--- src/rtl/core/jddm_pkg.sv ---
// Shared types, constants and the divider step of the joystick drive mixer.
package jddm_pkg;

   // Field widths.
   localparam int AXIS_W  = 10;
   localparam int DUTY_W  = 8;
   localparam int TRIM_W  = 9;
   localparam int CSR_W   = 9;

   // Dead zone used when the register holds zero.
   localparam logic [8:0] DEFAULT_DEAD_ZONE = 9'd16;

   // Register reset values.
   localparam logic [7:0] RST_PWM_MAX      = 8'd220;
   localparam logic [8:0] RST_DEAD_ZONE    = 9'd10;
   localparam logic [7:0] RST_TURN_GAIN    = 8'd16;
   localparam logic [7:0] RST_SPEED_FACTOR = 8'd128;

   // Turbo steering limit: 100 in the Q13 scale of the steering product.
   localparam logic signed [23:0] TURN_LIMIT = 24'sd819200;

   // Register indexes of the configuration port.
   typedef enum logic [2:0] {
      CSR_PWM_MAX      = 3'd0,
      CSR_TRIM_LEFT    = 3'd1,
      CSR_TRIM_RIGHT   = 3'd2,
      CSR_AXIS_INVERT  = 3'd3,
      CSR_DEAD_ZONE    = 3'd4,
      CSR_TURN_GAIN    = 3'd5,
      CSR_TURN_STICK   = 3'd6,
      CSR_SPEED_FACTOR = 3'd7
   } csr_index_type;

   // One axis in flight through the restoring divider.
   typedef struct packed {
      logic       neg;   // axis was negative
      logic [8:0] rem;   // partial remainder, always below the divisor
      logic [9:0] nlo;   // dividend bits still to bring down, MSB first
      logic [9:0] quo;   // quotient bits so far
   } div_lane_type;

   // One restoring division step: bring down a bit, subtract if it fits.
   function automatic div_lane_type div_step(input div_lane_type cur,
                                             input logic [8:0] divisor);
      logic [9:0]   trial;
      div_lane_type nxt;
      nxt     = cur;
      trial   = {cur.rem, cur.nlo[9]};
      nxt.nlo = {cur.nlo[8:0], 1'b0};
      if (trial >= {1'b0, divisor}) begin
         nxt.rem = 9'(trial - {1'b0, divisor});
         nxt.quo = {cur.quo[8:0], 1'b1};
      end else begin
         nxt.rem = trial[8:0];
         nxt.quo = {cur.quo[8:0], 1'b0};
      end
      return nxt;
   endfunction

endpackage

--- src/rtl/core/joystick_differential_drive_mixer.sv ---
// Top level of the joystick differential drive mixer: an eight-stage pipeline.
//
// One joystick sample is taken in every clock cycle (start high; busy stays low), and
// its four PWM duties appear on the rsp_ ports, marked by a single cycle of
// rsp_strobe. There is no back-pressure: every beat on rsp_ must be taken in
// the cycle it is shown. The dead-zone rescale, a ten-bit restoring divider spread
// over three stages, is followed by the mixing multipliers and the saturation logic.
// Configuration registers, written through csr_, take a write at the next clock edge;
// the user must write only while no sample is in flight; the block does not check.
module joystick_differential_drive_mixer (
   input  logic                             clock,
   input  logic                             reset,
   input  logic                             start,
   output logic                             busy,
   input  logic                             req_mode,
   input  logic signed [jddm_pkg::AXIS_W-1:0] req_left_x,
   input  logic signed [jddm_pkg::AXIS_W-1:0] req_right_x,
   input  logic signed [jddm_pkg::AXIS_W-1:0] req_right_y,
   output logic                             rsp_strobe,
   output logic [jddm_pkg::DUTY_W-1:0]      rsp_left_forward,
   output logic [jddm_pkg::DUTY_W-1:0]      rsp_left_reverse,
   output logic [jddm_pkg::DUTY_W-1:0]      rsp_right_forward,
   output logic [jddm_pkg::DUTY_W-1:0]      rsp_right_reverse,
   input  logic                             csr_write_en,
   input  logic [2:0]                       csr_index,
   input  logic [jddm_pkg::CSR_W-1:0]       csr_wdata
);
   import jddm_pkg::*;

   localparam int LANE_T = 0;   // turn axis
   localparam int LANE_F = 1;   // forward axis
   localparam int SIDE_L = 0;
   localparam int SIDE_R = 1;

   // Configuration registers.
   logic [7:0]               pwm_max_ff;
   logic signed [TRIM_W-1:0] trim_left_ff;
   logic signed [TRIM_W-1:0] trim_right_ff;
   logic [1:0]               axis_invert_ff;
   logic [8:0]               dead_zone_ff;
   logic [7:0]               turn_gain_ff;
   logic                     turn_stick_ff;
   logic [7:0]               speed_factor_ff;

   // Values derived from the configuration.
   logic [8:0]  zone;
   logic [8:0]  divisor;
   logic [14:0] speed_k;

   // Pipeline valid bits, one per stage.
   logic [7:0] vld_ff;
   logic       accept;

   // Stage registers.
   logic                mode_ff   [1:5];
   div_lane_type        div1_ff   [2];
   div_lane_type        div1_in   [2];
   div_lane_type        div2_ff   [2];
   div_lane_type        div2_in   [2];
   div_lane_type        div3_ff   [2];
   div_lane_type        div3_in   [2];
   div_lane_type        div4_ff   [2];
   div_lane_type        div4_in   [2];
   logic signed [11:0]  sum5_ff,  sum5_in;
   logic signed [11:0]  dif5_ff,  dif5_in;
   logic signed [18:0]  tprod5_ff, tprod5_in;
   logic                idle5_ff, idle5_in;
   logic signed [26:0]  mix6_ff   [2];
   logic signed [26:0]  mix6_in   [2];
   logic signed [23:0]  tnum6_ff, tnum6_in;
   logic                mode6_ff;
   logic                idle6_ff;
   logic [7:0]          duty7_ff  [2];
   logic [7:0]          duty7_in  [2];
   logic                rev7_ff   [2];
   logic                rev7_in   [2];
   logic                idle7_ff;
   logic [7:0]          lf_in, lr_in, rf_in, rr_in;
   logic [7:0]          lf_ff, lr_ff, rf_ff, rr_ff;

   assign busy   = 1'b0;
   assign accept = start & ~busy;

   // Effective dead zone, divisor of the rescale and normal-mode gain.
   assign zone    = (dead_zone_ff == 9'd0) ? DEFAULT_DEAD_ZONE : dead_zone_ff;
   assign divisor = 9'(10'd512 - {1'b0, zone});
   assign speed_k = 15'({speed_factor_ff, 7'd0} - {7'd0, speed_factor_ff});

   // Configuration writes.
   always_ff @(posedge clock) begin
      if (reset) begin
         pwm_max_ff      <= RST_PWM_MAX;
         trim_left_ff    <= '0;
         trim_right_ff   <= '0;
         axis_invert_ff  <= '0;
         dead_zone_ff    <= RST_DEAD_ZONE;
         turn_gain_ff    <= RST_TURN_GAIN;
         turn_stick_ff   <= 1'b0;
         speed_factor_ff <= RST_SPEED_FACTOR;
      end else if (csr_write_en) begin
         case (csr_index)
            CSR_PWM_MAX:      pwm_max_ff      <= csr_wdata[7:0];
            CSR_TRIM_LEFT:    trim_left_ff    <= signed'(csr_wdata);
            CSR_TRIM_RIGHT:   trim_right_ff   <= signed'(csr_wdata);
            CSR_AXIS_INVERT:  axis_invert_ff  <= csr_wdata[1:0];
            CSR_DEAD_ZONE:    dead_zone_ff    <= csr_wdata;
            CSR_TURN_GAIN:    turn_gain_ff    <= csr_wdata[7:0];
            CSR_TURN_STICK:   turn_stick_ff   <= csr_wdata[0];
            CSR_SPEED_FACTOR: speed_factor_ff <= csr_wdata[7:0];
            default: ;
         endcase
      end
   end

   // Stage 1: pick and invert the axes, take magnitudes, remove the dead zone.
   always_comb begin
      logic signed [10:0] src;
      logic signed [10:0] val [2];
      logic [10:0]        mag;
      logic [8:0]         diff;
      src = req_mode ? (turn_stick_ff ? {req_right_x[9], req_right_x}
                                      : {req_left_x[9], req_left_x})
                     : {req_right_x[9], req_right_x};
      val[LANE_T] = axis_invert_ff[0] ? -src : src;
      val[LANE_F] = axis_invert_ff[1] ? {req_right_y[9], req_right_y}
                                      : -{req_right_y[9], req_right_y};
      for (int l = 0; l < 2; l++) begin
         mag  = val[l][10] ? 11'(-val[l]) : 11'(val[l]);
         diff = (mag >= {2'b0, zone}) ? 9'(mag - {2'b0, zone}) : 9'd0;
         div1_in[l].neg = val[l][10];
         div1_in[l].rem = {1'b0, diff[8:1]};
         div1_in[l].nlo = {diff[0], 9'd0};
         div1_in[l].quo = '0;
      end
   end

   // Stages 2 to 4: restoring division, four, three and three steps.
   always_comb begin
      for (int l = 0; l < 2; l++) begin
         div2_in[l] = div1_ff[l];
         for (int s = 0; s < 4; s++) begin
            div2_in[l] = div_step(div2_in[l], divisor);
         end
         div3_in[l] = div2_ff[l];
         for (int s = 0; s < 3; s++) begin
            div3_in[l] = div_step(div3_in[l], divisor);
         end
         div4_in[l] = div3_ff[l];
         for (int s = 0; s < 3; s++) begin
            div4_in[l] = div_step(div4_in[l], divisor);
         end
      end
   end

   // Stage 5: restore signs, form the mix terms and the steering product.
   always_comb begin
      logic signed [10:0] raw [2];
      logic signed [18:0] raw_ext;
      for (int l = 0; l < 2; l++) begin
         raw[l] = div4_ff[l].neg ? -signed'({1'b0, div4_ff[l].quo})
                                 :  signed'({1'b0, div4_ff[l].quo});
      end
      sum5_in   = {raw[LANE_F][10], raw[LANE_F]} + {raw[LANE_T][10], raw[LANE_T]};
      dif5_in   = {raw[LANE_F][10], raw[LANE_F]} - {raw[LANE_T][10], raw[LANE_T]};
      raw_ext   = 19'(raw[LANE_T]);
      tprod5_in = raw_ext * signed'({11'd0, turn_gain_ff});
      idle5_in  = ~mode_ff[4] & (div4_ff[LANE_T].quo == '0) & (div4_ff[LANE_F].quo == '0);
   end

   // Stage 6: normal-mode scaling and the turbo steering term times twenty.
   always_comb begin
      logic signed [26:0] k_ext;
      logic signed [23:0] tp_ext;
      k_ext          = signed'({12'd0, speed_k});
      mix6_in[SIDE_L] = 27'(sum5_ff) * k_ext;
      mix6_in[SIDE_R] = 27'(dif5_ff) * k_ext;
      tp_ext         = 24'(tprod5_ff);
      tnum6_in       = (tp_ext <<< 4) + (tp_ext <<< 2);
   end

   // Stage 7: duty magnitude and direction per side, before trim.
   always_comb begin
      logic signed [23:0] ns;
      logic signed [23:0] nn;
      logic signed [10:0] tside [2];
      logic [26:0]        mag;
      logic [10:0]        dq;
      mag = '0;
      dq  = '0;
      ns = (tnum6_ff > TURN_LIMIT) ? TURN_LIMIT
         : ((tnum6_ff < -TURN_LIMIT) ? -TURN_LIMIT : tnum6_ff);
      nn = -ns;
      tside[SIDE_L] = signed'({3'd0, pwm_max_ff}) + ns[23:13];
      tside[SIDE_R] = signed'({3'd0, pwm_max_ff}) + nn[23:13];
      for (int s = 0; s < 2; s++) begin
         if (mode6_ff) begin
            rev7_in[s] = 1'b0;
            if (tside[s] < 0) begin
               duty7_in[s] = 8'd0;
            end else if (tside[s] > 11'sd255) begin
               duty7_in[s] = 8'd255;
            end else begin
               duty7_in[s] = tside[s][7:0];
            end
         end else begin
            rev7_in[s]  = mix6_ff[s][26];
            mag         = mix6_ff[s][26] ? 27'(-mix6_ff[s]) : 27'(mix6_ff[s]);
            dq          = mag[26:16];
            duty7_in[s] = (dq > {3'd0, pwm_max_ff}) ? pwm_max_ff : dq[7:0];
         end
      end
   end

   // Stage 8: add trim, saturate, route to forward or reverse; all zero when idle.
   always_comb begin
      logic signed [10:0] acc [2];
      logic [7:0]         v   [2];
      acc[SIDE_L] = signed'({3'd0, duty7_ff[SIDE_L]}) + 11'(trim_left_ff);
      acc[SIDE_R] = signed'({3'd0, duty7_ff[SIDE_R]}) + 11'(trim_right_ff);
      for (int s = 0; s < 2; s++) begin
         if (acc[s] < 0) begin
            v[s] = 8'd0;
         end else if (acc[s] > 11'sd255) begin
            v[s] = 8'd255;
         end else begin
            v[s] = acc[s][7:0];
         end
      end
      if (idle7_ff) begin
         lf_in = 8'd0;
         lr_in = 8'd0;
         rf_in = 8'd0;
         rr_in = 8'd0;
      end else begin
         lf_in = rev7_ff[SIDE_L] ? 8'd0 : v[SIDE_L];
         lr_in = rev7_ff[SIDE_L] ? v[SIDE_L] : 8'd0;
         rf_in = rev7_ff[SIDE_R] ? 8'd0 : v[SIDE_R];
         rr_in = rev7_ff[SIDE_R] ? v[SIDE_R] : 8'd0;
      end
   end

   // Valid bits travel with each sample.
   always_ff @(posedge clock) begin
      if (reset) begin
         vld_ff <= '0;
      end else begin
         vld_ff <= {vld_ff[6:0], accept};
      end
   end

   // Pipeline data registers.
   always_ff @(posedge clock) begin
      mode_ff[1] <= req_mode;
      for (int i = 2; i <= 5; i++) begin
         mode_ff[i] <= mode_ff[i-1];
      end
      div1_ff   <= div1_in;
      div2_ff   <= div2_in;
      div3_ff   <= div3_in;
      div4_ff   <= div4_in;
      sum5_ff   <= sum5_in;
      dif5_ff   <= dif5_in;
      tprod5_ff <= tprod5_in;
      idle5_ff  <= idle5_in;
      mix6_ff   <= mix6_in;
      tnum6_ff  <= tnum6_in;
      mode6_ff  <= mode_ff[5];
      idle6_ff  <= idle5_ff;
      duty7_ff  <= duty7_in;
      rev7_ff   <= rev7_in;
      idle7_ff  <= idle6_ff;
      lf_ff     <= lf_in;
      lr_ff     <= lr_in;
      rf_ff     <= rf_in;
      rr_ff     <= rr_in;
   end

   // Result beat.
   assign rsp_strobe        = vld_ff[7];
   assign rsp_left_forward  = lf_ff;
   assign rsp_left_reverse  = lr_ff;
   assign rsp_right_forward = rf_ff;
   assign rsp_right_reverse = rr_ff;

endmodule

--- config.mk ---
export PLATFORM = sky130hd
export DESIGN_NAME = joystick_differential_drive_mixer
export DESIGN_NICKNAME = d
export VERILOG_FILES = /design/src/rtl/core/jddm_pkg.sv /design/src/rtl/core/joystick_differential_drive_mixer.sv
export SDC_FILE = /design/constraint.sdc
export NUM_CORES = 2
export LEC_CHECK = 0
export ABC_AREA = 1
export BUFFER_PORTS_ARGS = -buffer_cell sky130_fd_sc_hd__buf_4
export CORE_AREA = 2 2 243 245
export DETAILED_ROUTE_END_ITERATION = 10
export DIE_AREA = 0 0 245 247
export PLACE_DENSITY_LB_ADDON = 0.08
export SKIP_LAST_GASP = 1
export SYNTH_ARGS = -nofsm -noshare
export SYNTH_HDL_FRONTEND = slang
export SYNTH_SLANG_ARGS = --single-unit
--- constraint.sdc ---
create_clock -name clock -period 8.9 [get_ports clock]
set_input_delay 1.78 -clock clock [delete_from_list [all_inputs] [get_ports clock]]
set_output_delay 1.78 -clock clock [all_outputs]
set_load 0.01 [all_outputs]
==> metrics.cfg <==
[status]
status=finished, final reports clean

[floorplan]
die_w_um=245
core-area_um2=58200
placementRows=89
die_height_um=247
dieArea_um2=60500
ioPinCount=81
start_util_pct=63.8

[yosys]
synth_nets=5749
netlist_area_um2=37100
synthAdderAreaFrac_pct=33.6
synth_top_area_share_pct=18.5
synth_top_family_by_area=adder cells
synth-main-ff-cell=dfxtp_1
synth_edf_count=0
synth-simple-area-share_pct=19.5
synthArstFlopShare_pct=0
syn_area_per_cell_um2=7.56
ys_seq_area_share_pct=18.4
synth_compound_area_share_pct=10.9
netlist_top_cells_area=fa_1 18%, dfxtp_1 18%, ha_1 15%
synth-xor-area-share_pct=6.93
synth_area_leader_cell=fa_1
synth-seq-cells=342
synth.area.mux_share_pct=0.222
yosys_warnings=0
synthCells=4911
synth.distinct_cells=68

[sta]
setup_violations=0
slew_headroom_pct=36.5
max_freq_ghz=0.125
clock_skew_ns=0.0232
tns_ns=0
hold_violations=0
drv_slew=0
rsz0062_at_grt=false
worst-slew-pin-transition_ns=0.943
fin_crit_sh_pct=90.2
period_minus_slack_ns=8.03

[critical_path]
crit_family=adder cells
cp.depth=38
path_class=register to register
required_ns=9.39
cp_num_buf_inv=9
ff2ff_setup_slack_ns=0.87
cpPeakStageDelay_ns=0.58
cp-end-kind=register
rr_worst_depth=38
r2r_end=mix6_ff[25]
worstPathArrival_ns=8.52
r2r_start=speed_factor_ff[0]
start_kind=register
worst-path-max-fanout=23
startpoint=speed_factor_ff[0]
crit_top_cell=inv_1
worstSetupEndpoint=mix6_ff[25]
crit_slowest_cell=fa_1

[placed_design]
dpl-instance-area_um2=38600
dp_hpwl_um=76600
place_congestion=0.938
placedCellCount=5712
portBuffers=79

[cts]
clockBufferDepth=3
postCtsSetupRepairBufs=0
cts-resized-gates=0
cts_hold_buffers=0
clkLatencyLatePin_ns=0.60
numClockSinks=342
cts_buffers=42
cts_tree=yes
clkTransAtPathRegs_ns=0.06
cts_max_level=2
cts-root-buf=clkbuf_16

[global_route]
grt_use_met2_pct=54.3
grt-ovfl-total=0
grt_pass1_wl_um=157000
grt_use_total_pct=32.4
grt_antenna_before_repair=2
grt_pass1_vias=31300
grt_use_met3_pct=4.36
grt_busiest_layer=met2
grt.met1_usage_pct=42.3
grt_max_degree=54

[detailed_routing]
firstDrtPassIters=7
drt_iter0_drc=2161
drc=0
viasPerCell=5.46
wl_per_cell_um=16.4
finalWirelength_um=94700
ant_nets=0
vias=31600

[final_layout]
layout-drive-gt1-share_pct=6.16
stdcell_area_um2=40100
final_nets=5821
layout_common_cells=943 x nand2_1, 891 x inv_1, 457 x nor2_1
layout_commonest_cell=nand2_1
antenna_cells=0
final_util_pct=68.8
instances_no_fill=5788
syn_to_final_growth_pct=7.91

[job]
drv_cap=0

[min_path]
holdCritPathClass=register to register
holdPathStages=0

[cell usage after synthesis, types with 7 or more instances]
cell type / instances
nand2_4: 8
o21ai_1: 30
xor2_1: 200
o21ai_0: 260
nand4_1: 22
inv_2: 17
xnor2_1: 94
nor4_1: 11
o31ai_1: 7
nand2_2: 37
a21oi_1: 302
clkbuf_1: 61
nor3_1: 29
inv_1: 891
o21bai_1: 36
dfxtp_1: 342
a21o_1: 15
clkinv_1: 18
nand3b_1: 8
nor2_2: 9
fa_1: 343
nand2_1: 943
ha_1: 448
or2_2: 18
a31oi_1: 20
nor2_1: 458
a211oi_1: 11
nand3_2: 13
nand3_1: 164
o211ai_1: 15
[cells by family after synthesis]
| group | Yosys count |
|---|---|
| AO/OA/AOI/OAI | 732 |
| XOR/XNOR | 294 |
| adder cells (fa/ha/maj) | 791 |
| buffers and inverters | 1009 |
| flip-flops | 342 |
| multiplexers | 8 |
| other | 1 |
| AND/OR/NAND/NOR | 1734 |
[cell type report]
| cell class | instances | area, um2 |
|---|---|---|
| Timing Repair Buffer | 107 | 803 |
| Tap cell | 773 | 967 |
| Fill cell | 5000 | 18200 |
| Clock inverter | 26 | 379 |
| Multi-Input combinational cell | 3560 | 26500 |
| Sequential cell | 342 | 6850 |
| Inverter | 930 | 3500 |
| Clock buffer | 50 | 1110 |
[how the worst min path moves through the flow]
stage | from | end | slack (ns)
3_5_place_dp | div3_ff[36] | div4_ff[39] | 0.31
4_1_cts | div3_ff[1] | div4_ff[4] | 0.31
5_1_grt | div2_ff[29] | div3_ff[29] | 0.31
3_3_place_gp | div3_ff[34] | div4_ff[37] | 0.31
2_1_floorplan | div1_ff[29] | div2_ff[29] | 0.31
6_report | div3_ff[1] | div4_ff[4] | 0.30
[per-stage QoR]
stage / setup slack [ns] / hold WS [ns]
finish: 0.871 / 0.304
global route: 0.235 / 0.314
CTS: 0.961 / 0.310
detailed placement: 1.05 / 0.313
global placement: 1.29 / 0.311
floorplan: 1.17 / 0.310
[worst reg2reg max path: cells and delay by family, from the launching register on]
kind / cells / cell delay (ns)
AOI/OAI and AO/OA: 13 / 2.46
buffers and inverters: 9 / 1.20
DFF: 1 / 0.31
adders and majority gates: 6 / 2.66
and+or+nand+nor: 9 / 1.17
xor gates and xnor gates: 1 / 0.13
[sequential cells by signal, summed over array words and instances, names as in the netlist, 12 cells and up]
name,cells
tnum6_ff,22
duty7_ff,16
div1_ff,20
tprod5_ff,19
div2_ff,28
dif5_ff,12
div4_ff,22
mix6_ff,53
div3_ff,34
[metal layers]
metal,wire [um],vias up
li1,-,15600
met5,18,-
met4,3690,4
met3,6150,221
met2,43700,898
met1,41200,14900
Power is left out: the tool's default activity adds up to more than one toggle a clock period on the data nets, which glitch-free logic cannot reach.
